$ cat src/ipcs_pkg.sv
// Shared item types and checksum kind codes for the IP transport checksum engine.
`timescale 1ns / 1ps

package ipcs_pkg;

	// One packet byte with its framing marks and the checksum kind.
	typedef struct packed {
		logic [2:0] func;
		logic [7:0] data_byte;
		logic       first;
		logic       last;
	} in_item_t;

	// One checksum result.
	typedef struct packed {
		logic [15:0] checksum_value;
		logic        status;
	} out_item_t;

	// Checksum kind codes carried in func on the first byte.
	localparam logic [2:0] KIND_IPV4_HDR = 3'd0;
	localparam logic [2:0] KIND_TCP      = 3'd1;
	localparam logic [2:0] KIND_UDP      = 3'd2;
	localparam logic [2:0] KIND_ICMPV4   = 3'd3;
	localparam logic [2:0] KIND_ICMPV6   = 3'd4;

	// Status codes.
	localparam logic STATUS_OK          = 1'b0;
	localparam logic STATUS_BAD_VERSION = 1'b1;

endpackage

$ cat src/ipcs_in_stage.sv
// Input register stage: holds one accepted item until the core consumes it.
`timescale 1ns / 1ps

module ipcs_in_stage (
	input  logic               clk,
	input  logic               arst_n,
	input  logic               req_valid,
	output logic               req_ready,
	input  ipcs_pkg::in_item_t req,
	input  logic               advance,
	output logic               item_valid_s1,
	output ipcs_pkg::in_item_t item_s1
);

	// Take a new item when the stage is empty or drains this cycle.
	assign req_ready = !item_valid_s1 || advance;

	// Track occupancy.
	always_ff @(posedge clk or negedge arst_n) begin
		if (!arst_n) begin
			item_valid_s1 <= 1'b0;
		end else if (req_valid && req_ready) begin
			item_valid_s1 <= 1'b1;
		end else if (advance) begin
			item_valid_s1 <= 1'b0;
		end
	end

	// Hold the payload.
	always_ff @(posedge clk) begin
		if (req_valid && req_ready) begin
			item_s1 <= req;
		end
	end

endmodule

$ cat src/ipcs_sum_core.sv
// Header parse, one's complement accumulation and final checksum for each byte.
`timescale 1ns / 1ps

module ipcs_sum_core (
	input  logic                clk,
	input  logic                arst_n,
	input  logic                fire,
	input  ipcs_pkg::in_item_t  item,
	output ipcs_pkg::out_item_t result
);

	localparam logic [15:0] V6_ADDR_LO = 16'd8;
	localparam logic [15:0] V6_ADDR_HI = 16'd40;
	localparam logic [15:0] V4_ADDR_LO = 16'd12;
	localparam logic [15:0] V4_ADDR_HI = 16'd20;
	localparam logic [15:0] V4_CKS_OFF = 16'd10;
	localparam logic [15:0] V6_PROTO_OFF = 16'd6;
	localparam logic [15:0] V4_PROTO_OFF = 16'd9;
	localparam logic [15:0] TCP_CKS_OFF  = 16'd16;
	localparam logic [15:0] UDP_CKS_OFF  = 16'd6;
	localparam logic [15:0] ICMP_CKS_OFF = 16'd2;
	localparam logic [7:0]  V6_HDR_BYTES = 8'd40;
	localparam logic [3:0]  VERSION_4 = 4'd4;
	localparam logic [3:0]  VERSION_6 = 4'd6;

	// 16-bit one's complement add with end-around carry.
	function automatic logic [15:0] ones_add(input logic [15:0] a, input logic [15:0] b);
		logic [16:0] t;
		begin
			t = {1'b0, a} + {1'b0, b};
			ones_add = t[15:0] + {15'd0, t[16]};
		end
	endfunction

	logic [15:0] sum_q;
	logic [15:0] off_q;
	logic [7:0]  hb_q;
	logic        v6_q;
	logic        bad_q;
	logic [7:0]  held_q;
	logic [2:0]  kind_q;
	logic [7:0]  proto_q;

	logic [15:0] e_sum;
	logic [15:0] e_off;
	logic [7:0]  e_hb;
	logic        e_v6;
	logic        e_bad;
	logic [7:0]  e_held;
	logic [2:0]  e_kind;
	logic [7:0]  e_proto;
	logic [3:0]  ver;

	logic [15:0] w;
	logic [15:0] word_val;
	logic [15:0] seg_off;
	logic [15:0] cks_off;
	logic        pseudo_use;
	logic        ph_hit;
	logic        cov;
	logic        take;
	logic [15:0] addend;
	logic [15:0] sum_a;
	logic [15:0] sum_b;
	logic [15:0] sum_c;
	logic [16:0] count;
	logic [16:0] seg_full;
	logic [15:0] seg_len;
	logic [7:0]  n_proto;
	logic [7:0]  n_held;

	// Pick the packet context: fresh on a first byte, else carried.
	always_comb begin
		ver = item.data_byte[7:4];
		if (item.first) begin
			e_sum   = 16'd0;
			e_off   = 16'd0;
			e_kind  = item.func;
			e_v6    = (ver == VERSION_6);
			e_bad   = (ver != VERSION_4) && (ver != VERSION_6);
			e_hb    = e_v6 ? V6_HDR_BYTES : {2'b00, item.data_byte[3:0], 2'b00};
			e_held  = 8'd0;
			e_proto = 8'd0;
		end else begin
			e_sum   = sum_q;
			e_off   = off_q;
			e_kind  = kind_q;
			e_v6    = v6_q;
			e_bad   = bad_q;
			e_hb    = hb_q;
			e_held  = held_q;
			e_proto = proto_q;
		end
	end

	// Weigh the word that this byte completes and form its addend.
	always_comb begin
		w        = {e_off[15:1], 1'b0};
		word_val = e_off[0] ? {e_held, item.data_byte} : {item.data_byte, 8'd0};
		seg_off  = w - {8'd0, e_hb};
		case (e_kind)
			ipcs_pkg::KIND_TCP: cks_off = TCP_CKS_OFF;
			ipcs_pkg::KIND_UDP: cks_off = UDP_CKS_OFF;
			default:            cks_off = ICMP_CKS_OFF;
		endcase
		pseudo_use = !e_bad &&
			(e_kind == ipcs_pkg::KIND_TCP || e_kind == ipcs_pkg::KIND_UDP ||
			e_kind == ipcs_pkg::KIND_ICMPV6);
		ph_hit = e_v6 ? (w >= V6_ADDR_LO && w < V6_ADDR_HI)
			: (w >= V4_ADDR_LO && w < V4_ADDR_HI);
		case (e_kind) inside
			ipcs_pkg::KIND_IPV4_HDR:
				cov = (w < {8'd0, e_hb}) && !(!e_v6 && w == V4_CKS_OFF);
			ipcs_pkg::KIND_TCP, ipcs_pkg::KIND_UDP, ipcs_pkg::KIND_ICMPV4,
			ipcs_pkg::KIND_ICMPV6:
				cov = (w >= {8'd0, e_hb}) && (seg_off != cks_off);
			default:       cov = 1'b0;
		endcase
		take = e_off[0] || item.last;
		// A doubled word is a one-bit left rotate in one's complement.
		if (!take) begin
			addend = 16'd0;
		end else if (pseudo_use && ph_hit && cov) begin
			addend = {word_val[14:0], word_val[15]};
		end else if ((pseudo_use && ph_hit) || cov) begin
			addend = word_val;
		end else begin
			addend = 16'd0;
		end
	end

	// Add the word, then the pseudo-header tail on a last byte when the pseudo-header is used.
	always_comb begin
		n_proto = ((e_v6 && e_off == V6_PROTO_OFF) || (!e_v6 && e_off == V4_PROTO_OFF))
			? item.data_byte : e_proto;
		n_held   = e_off[0] ? e_held : item.data_byte;
		count    = {1'b0, e_off} + 17'd1;
		seg_full = count - {9'd0, e_hb};
		seg_len  = (count >= {9'd0, e_hb}) ? seg_full[15:0] : 16'd0;
		sum_a    = ones_add(e_sum, addend);
		if (item.last && pseudo_use) begin
			sum_b = ones_add(sum_a, {8'd0, n_proto});
			sum_c = ones_add(sum_b, seg_len);
		end else begin
			sum_b = sum_a;
			sum_c = sum_a;
		end
		if (e_bad) begin
			result.checksum_value = 16'd0;
			result.status         = ipcs_pkg::STATUS_BAD_VERSION;
		end else begin
			result.checksum_value = ~sum_c;
			result.status         = ipcs_pkg::STATUS_OK;
		end
	end

	// Advance the packet context on each consumed item.
	always_ff @(posedge clk or negedge arst_n) begin
		if (!arst_n) begin
			sum_q   <= 16'd0;
			off_q   <= 16'd0;
			hb_q    <= 8'd0;
			v6_q    <= 1'b0;
			bad_q   <= 1'b0;
			held_q  <= 8'd0;
			kind_q  <= ipcs_pkg::KIND_IPV4_HDR;
			proto_q <= 8'd0;
		end else if (fire) begin
			sum_q   <= sum_c;
			off_q   <= e_off + 16'd1;
			hb_q    <= e_hb;
			v6_q    <= e_v6;
			bad_q   <= e_bad;
			held_q  <= n_held;
			kind_q  <= e_kind;
			proto_q <= n_proto;
		end
	end

endmodule

$ cat src/ip_transport_checksum_engine.sv
// Top level of the IP transport checksum engine: input stage, core, result register.
//
// Usage: feed a packet one byte per item on req, starting at the IP header.
// The item with first set carries the checksum kind in func (IPv4 header, TCP,
// UDP, ICMPv4, ICMPv6) and the version/IHL byte. The item with last set ends
// the covered bytes and produces exactly one item on rsp: the inverted folded
// one's complement sum, or status 1 with value 0 when the version is not 4 or 6.
// Items without last produce no result.
// Throughput: one byte per cycle, sustained while no last byte waits on a full
// result slot; the per-byte sum update is a short chain of 16-bit one's complement
// adders between the input stage and the context registers.
// Result: rsp_valid rises at the clock edge at which the core consumes the
// last byte from the input stage; the byte is first registered there and may
// wait in that stage while the result slot is full.
// Reset: arst_n clears the valid flags of both stages and the packet context (sum, offset,
// header fields) to zero.
// Stall: while a result waits on rsp_ready, bytes without last keep flowing;
// a second last byte waits in the input stage and req_ready drops.
`timescale 1ns / 1ps

module ip_transport_checksum_engine (
	input  logic                clk,
	input  logic                arst_n,
	input  logic                req_valid,
	output logic                req_ready,
	input  ipcs_pkg::in_item_t  req,
	output logic                rsp_valid,
	input  logic                rsp_ready,
	output ipcs_pkg::out_item_t rsp
);

	logic                item_valid_s1;
	ipcs_pkg::in_item_t  item_s1;
	logic                advance;
	ipcs_pkg::out_item_t result;
	logic                rsp_valid_q;
	ipcs_pkg::out_item_t rsp_q;

	// Drain the input stage unless a last byte meets a full result slot that is not being taken.
	assign advance = item_valid_s1 && (!item_s1.last || !rsp_valid_q || rsp_ready);

	ipcs_in_stage u_in_stage (
		.clk           (clk),
		.arst_n        (arst_n),
		.req_valid     (req_valid),
		.req_ready     (req_ready),
		.req           (req),
		.advance       (advance),
		.item_valid_s1 (item_valid_s1),
		.item_s1       (item_s1)
	);

	ipcs_sum_core u_sum_core (
		.clk    (clk),
		.arst_n (arst_n),
		.fire   (advance),
		.item   (item_s1),
		.result (result)
	);

	// Load the result on a last byte, drop it once taken.
	always_ff @(posedge clk or negedge arst_n) begin
		if (!arst_n) begin
			rsp_valid_q <= 1'b0;
		end else if (advance && item_s1.last) begin
			rsp_valid_q <= 1'b1;
		end else if (rsp_ready) begin
			rsp_valid_q <= 1'b0;
		end
	end

	always_ff @(posedge clk) begin
		if (advance && item_s1.last) begin
			rsp_q <= result;
		end
	end

	assign rsp_valid = rsp_valid_q;
	assign rsp       = rsp_q;

	// A last byte leaves the input stage only into a free result slot.
	a_last_slot_free: assert property (@(posedge clk) disable iff (!arst_n)
		(advance && item_s1.last) |-> (!rsp_valid_q || rsp_ready))
		else $error("last byte consumed while result slot full");

	// A result appears only after a last byte was consumed.
	a_result_source: assert property (@(posedge clk) disable iff (!arst_n)
		(!rsp_valid_q ##1 rsp_valid_q) |-> $past(advance && item_s1.last))
		else $error("result without a consumed last byte");

	// A bad version result always carries a zero value.
	a_bad_value_zero: assert property (@(posedge clk) disable iff (!arst_n)
		(rsp_valid_q && rsp_q.status == ipcs_pkg::STATUS_BAD_VERSION)
		|-> (rsp_q.checksum_value == 16'd0))
		else $error("bad version result with nonzero value");

endmodule

$ cat config.mk
export PLATFORM = sky130hd
export DESIGN_NAME = ip_transport_checksum_engine
export DESIGN_NICKNAME = d
export VERILOG_FILES = /design/src/ipcs_pkg.sv /design/src/ipcs_in_stage.sv /design/src/ipcs_sum_core.sv /design/src/ip_transport_checksum_engine.sv
export SDC_FILE = /design/constraint.sdc
export NUM_CORES = 1
export LEC_CHECK = 0
export ABC_CLOCK_PERIOD_IN_PS = 12800
export BUFFER_PORTS_ARGS = -buffer_cell sky130_fd_sc_hd__buf_2
export CAP_MARGIN = 0
export CORE_UTILIZATION = 32
export CTS_CLUSTER_DIAMETER = 200
export DETAILED_ROUTE_END_ITERATION = 16
export GPL_ROUTABILITY_DRIVEN = 0
export PLACE_DENSITY = 0.53
export RECOVER_POWER = 50
export SKIP_CTS_REPAIR_TIMING = 1
export SLEW_MARGIN = 20
export SYNTH_ARGS = -nofsm -noshare
export SYNTH_HDL_FRONTEND = slang
export SYNTH_SLANG_ARGS = --single-unit
$ cat constraint.sdc
create_clock -name clk -period 12.8 [get_ports clk]
set_input_delay 1.92 -clock clk [delete_from_list [all_inputs] [get_ports clk]]
set_output_delay 1.92 -clock clk [all_outputs]
set_load 0.02 [all_outputs]
==> qor.csv <==
stage;metric;value;unit
sta;Final Hold Viols;0;
clock_tree;TritonCTS clock tree;built;
pwr;clock network power share;25.0;%
yosys;post-synth top area cell;dfrtp_1;
drt;First DRT Iteration DRCs;417;
floorplan;total I/O pin count;36;
sta;Max Freq;82.2;MHz
yosys;Seq/Total Area, Yosys;28.0;%
worst_setup_path;CP most frequent cell;ha_1;
worst_setup_path;Crit. End Element;register;
sta;slew margin rel.;-147;%
floorplan;Die ar.;28300;µm²
final_layout;filler cell count;2804;
drt;DR pass1 iterations;4;
worst_setup_path;Worst EP required;12.91;ns
final_layout;fin nets;1199;
yosys;Syn. warnings;0;
placed_design;port buffer count;35;
sta;Slew Viols, Final;64;
placed_design;DP Cell Count;1428;
sta;crit share post-route;95.0;%
pwr;logic gate share of total power;42.8;%
worst_hold_path;Worst Hold Depth;2;
worst_setup_path;crit start category;register;
run;max cap viols;1;
floorplan;die width;168;µm
final_layout;Layout Utilization;37.6;%
sta;Final setup viols;0;
clock_tree;clock buffer depth;2;
worst_setup_path;slowest cell on the critical path;o32ai_1;
worst_setup_path;R2R depth;52;
status;status;finished, violations left;
drt;Vias;7754;
clock_tree;Clock Pin Slew Worst Setup and Hold Paths;0.08;ns
yosys;Post-synth EDFFs;30;
drt;drt wl/cell;17.1;µm
yosys;post-synthesis average cell area;8.33;µm²
global_routing;first-pass GRT wire length;39200;µm
yosys;synthesized area;8840;µm²
pwr;NetSw;0.458;mW
yosys;Top FF cell, synth;dfrtp_1;
drt;Via-to-Cell Ratio;5.30;
yosys;Synth async-reset ratio;67.7;%
pwr;Pint;0.681;mW
worst_setup_path;delay-heaviest family, CP;simple AND/OR/NAND/NOR gates;
clock_tree;CTS buffer count;9;
worst_setup_path;Critical path buffers and inverters;3;
yosys;post-synth top area share;17.8;%
worst_setup_path;CP Depth;52;
yosys;library cells used by synthesis;87;
placed_design;Detail Placement HPWL;19100;µm
worst_setup_path;Critical Path AT;12.26;ns
worst_setup_path;crit-path max FO;30;
final_layout;layout cells sized above 1;15.9;%
status;failing checks;max-capacitance violations, max-slew violations;
global_routing;gr ovfl total;0;
worst_setup_path;kind of critical path;register to register;
drt;drt total wl;25100;µm
global_routing;Tot GR Track Use;17.7;%
drt;antenna-violating nets left;0;
yosys;synthesized instance count;1061;
yosys;syn_nets;1143;
worst_setup_path;Worst path max stage delay;0.56;ns
global_routing;initial antenna violation count;0;
clock_tree;CTS Sinks;93;
final_layout;final cell count without fillers;1463;
global_routing;vias in the first global route;7147;
floorplan;die height;168;µm
sta;fin crit period;12.16;ns
global_routing;largest net degree at the start of global routing;65;
final_layout;Layout Area Growth over Synthesis;15.0;%
sta;Worst Tran Pin Value;3.71;ns
floorplan;row cnt;60;
drt;number of remaining DRC errors;0;
pwr;Flop pwr share;32.2;%
pwr;Cell Pwr Density;112;nW/µm²
pwr;Max VDD drop;0.0715;mV
clock_tree;root cell of the clock tree;clkbuf_16;
pwr;static leakage;4.60;nW
yosys;Synth area leaders;dfrtp_1 18%, edfxtp_1 10%, ha_1 8.5%;
worst_hold_path;HP Class;register to register;
sta;worst-case clock skew;0.0173;ns
floorplan;core area;27000;µm²
final_layout;number of diodes;0;
clock_tree;CTS HTree Levels;3;
pwr;switch share;40.2;%
yosys;#FFs+latches synth;93;
clock_tree;Skew-Pair Late Insertion Delay;0.37;ns
floorplan;Initial Util;32.7;%
## power by group through the flow
stage          Combinational, mW  Sequential, mW  Clock, mW
5_1_grt                    0.532           0.371      0.304
4_1_cts                    0.468           0.366      0.295
3_5_place_dp               0.465           0.371          0
3_3_place_gp               0.466           0.371          0
2_1_floorplan              0.334           0.371          0
6_report                   0.487           0.367      0.284
## routing by layer
| metal | vias up | global-route usage, % | share of wire (%) |
|---|---|---|---|
| met4 | 0 | 4.86 | 1.6 |
| met2 | 128 | 29.1 | 46 |
| li1 | 3907 | - | - |
| met5 | - | 0 | 0 |
| met1 | 3695 | 24.8 | 49 |
| met3 | 24 | 1.79 | 2.5 |
## final timing paths
path / to / startpoint / slack [ns]
worst min-delay path: u_sum_core.proto_q[3] / u_sum_core.proto_q[3] / 0.47
worst max register to register: rsp[15] / u_in_stage.item_s1[1] / 0.64
min in group asynchronous: u_sum_core.off_q[8] / arst_n / 2.90
worst min register to register: u_sum_core.proto_q[3] / u_sum_core.proto_q[3] / 0.47
max in group asynchronous: u_sum_core.sum_q[15] / arst_n / 7.76
worst max-delay path: rsp[15] / u_in_stage.item_s1[1] / 0.64
## kinds of logic after synthesis
family / share of synthesized area, %
simple gates: 26.6
compound gates: 17.1
xor+xnor: 10.1
flops: 28.0
fa+ha+maj: 9.85
buf+inv: 2.92
mux: 5.34
## worst min-delay path, cell delays in order (launching register included)
cell and delay, ns:
dfrtp_1 0.34, nand2_1 0.05, nand2_1 0.05
## flip-flops by register name (all words and copies together), names as in the netlist
register	count
rsp	17
u_in_stage.item_s1	13
rsp_valid	1
u_sum_core.held_q	8
u_sum_core.kind_q	3
u_sum_core.bad_q	1
u_in_stage.item_valid_s1	1
u_sum_core.v6_q	1
u_sum_core.sum_q	16
u_sum_core.hb_q	8
u_sum_core.proto_q	8
u_sum_core.off_q	16
## layout by cell type (no fill, tap or decap), types with 7 or more instances in the layout
cell	instances
a21oi_1	48
or2_2	11
o21a_1	8
and3_1	11
xnor2_1	52
o22ai_1	12
clkbuf_1	11
a31oi_1	7
buf_2	25
nor2b_1	41
nor4_1	8
buf_4	48
nand2_1	157
nand3_1	34
a21o_1	21
clkbuf_16	9
inv_1	26
o211ai_1	11
mux2i_1	18
ha_1	55
a22o_1	7
xor2_1	44
mux2_2	25
nand2b_1	16
edfxtp_1	30
o31ai_1	7
and2_1	11
dfrtp_1	63
nand4_1	9
nor2_1	85
o21ai_0	52
nor3_1	24
## layout make-up
class                      instances  area, µm²  area share [%]
sequential                        93       2480            24.4
multi-input combinational        902       6310            62.0
tap                              341        427            4.20
timing repair buffer              85        547            5.38
clock inverter                     7       88.8           0.874
inverter                          26       97.6           0.960
clock buffer                       9        225            2.21
## cells in the mapped netlist (all sizes together) (6+ instances only)
cell,instances
or2,13
edfxtp,30
a22o,7
xnor2,53
mux2i,19
xor2,44
nor2b,43
nand2b,19
o21ai,58
nand2,159
ha,60
or4,6
a21oi,51
nand3,34
o21a,8
a21o,21
nor3,27
nor4,12
dfrtp,63
o211ai,11
o22ai,13
and2,13
a31oi,7
nor2,87
inv,26
buf,10
o31ai,8
nand4,10
and3,11
mux2,25
clkbuf,30
## metrics by stage
stage               TNS [ns]  setup slack [ns]  total power [mW]  instance area (µm²)  hold WS [ns]
floorplan                  0            0.0222             0.705                 8860         0.438
global placement           0             0.274             0.837                 9540         0.449
CTS                  -0.0512           -0.0512              1.13                 9860         0.474
global route          -0.268           -0.0945              1.21                10200         0.491
detailed placement   -0.0135           -0.0135             0.836                 9540         0.454
finish                     0             0.641              1.14                10200         0.471
No activity file was read; power rests on OpenSTA's default activity.
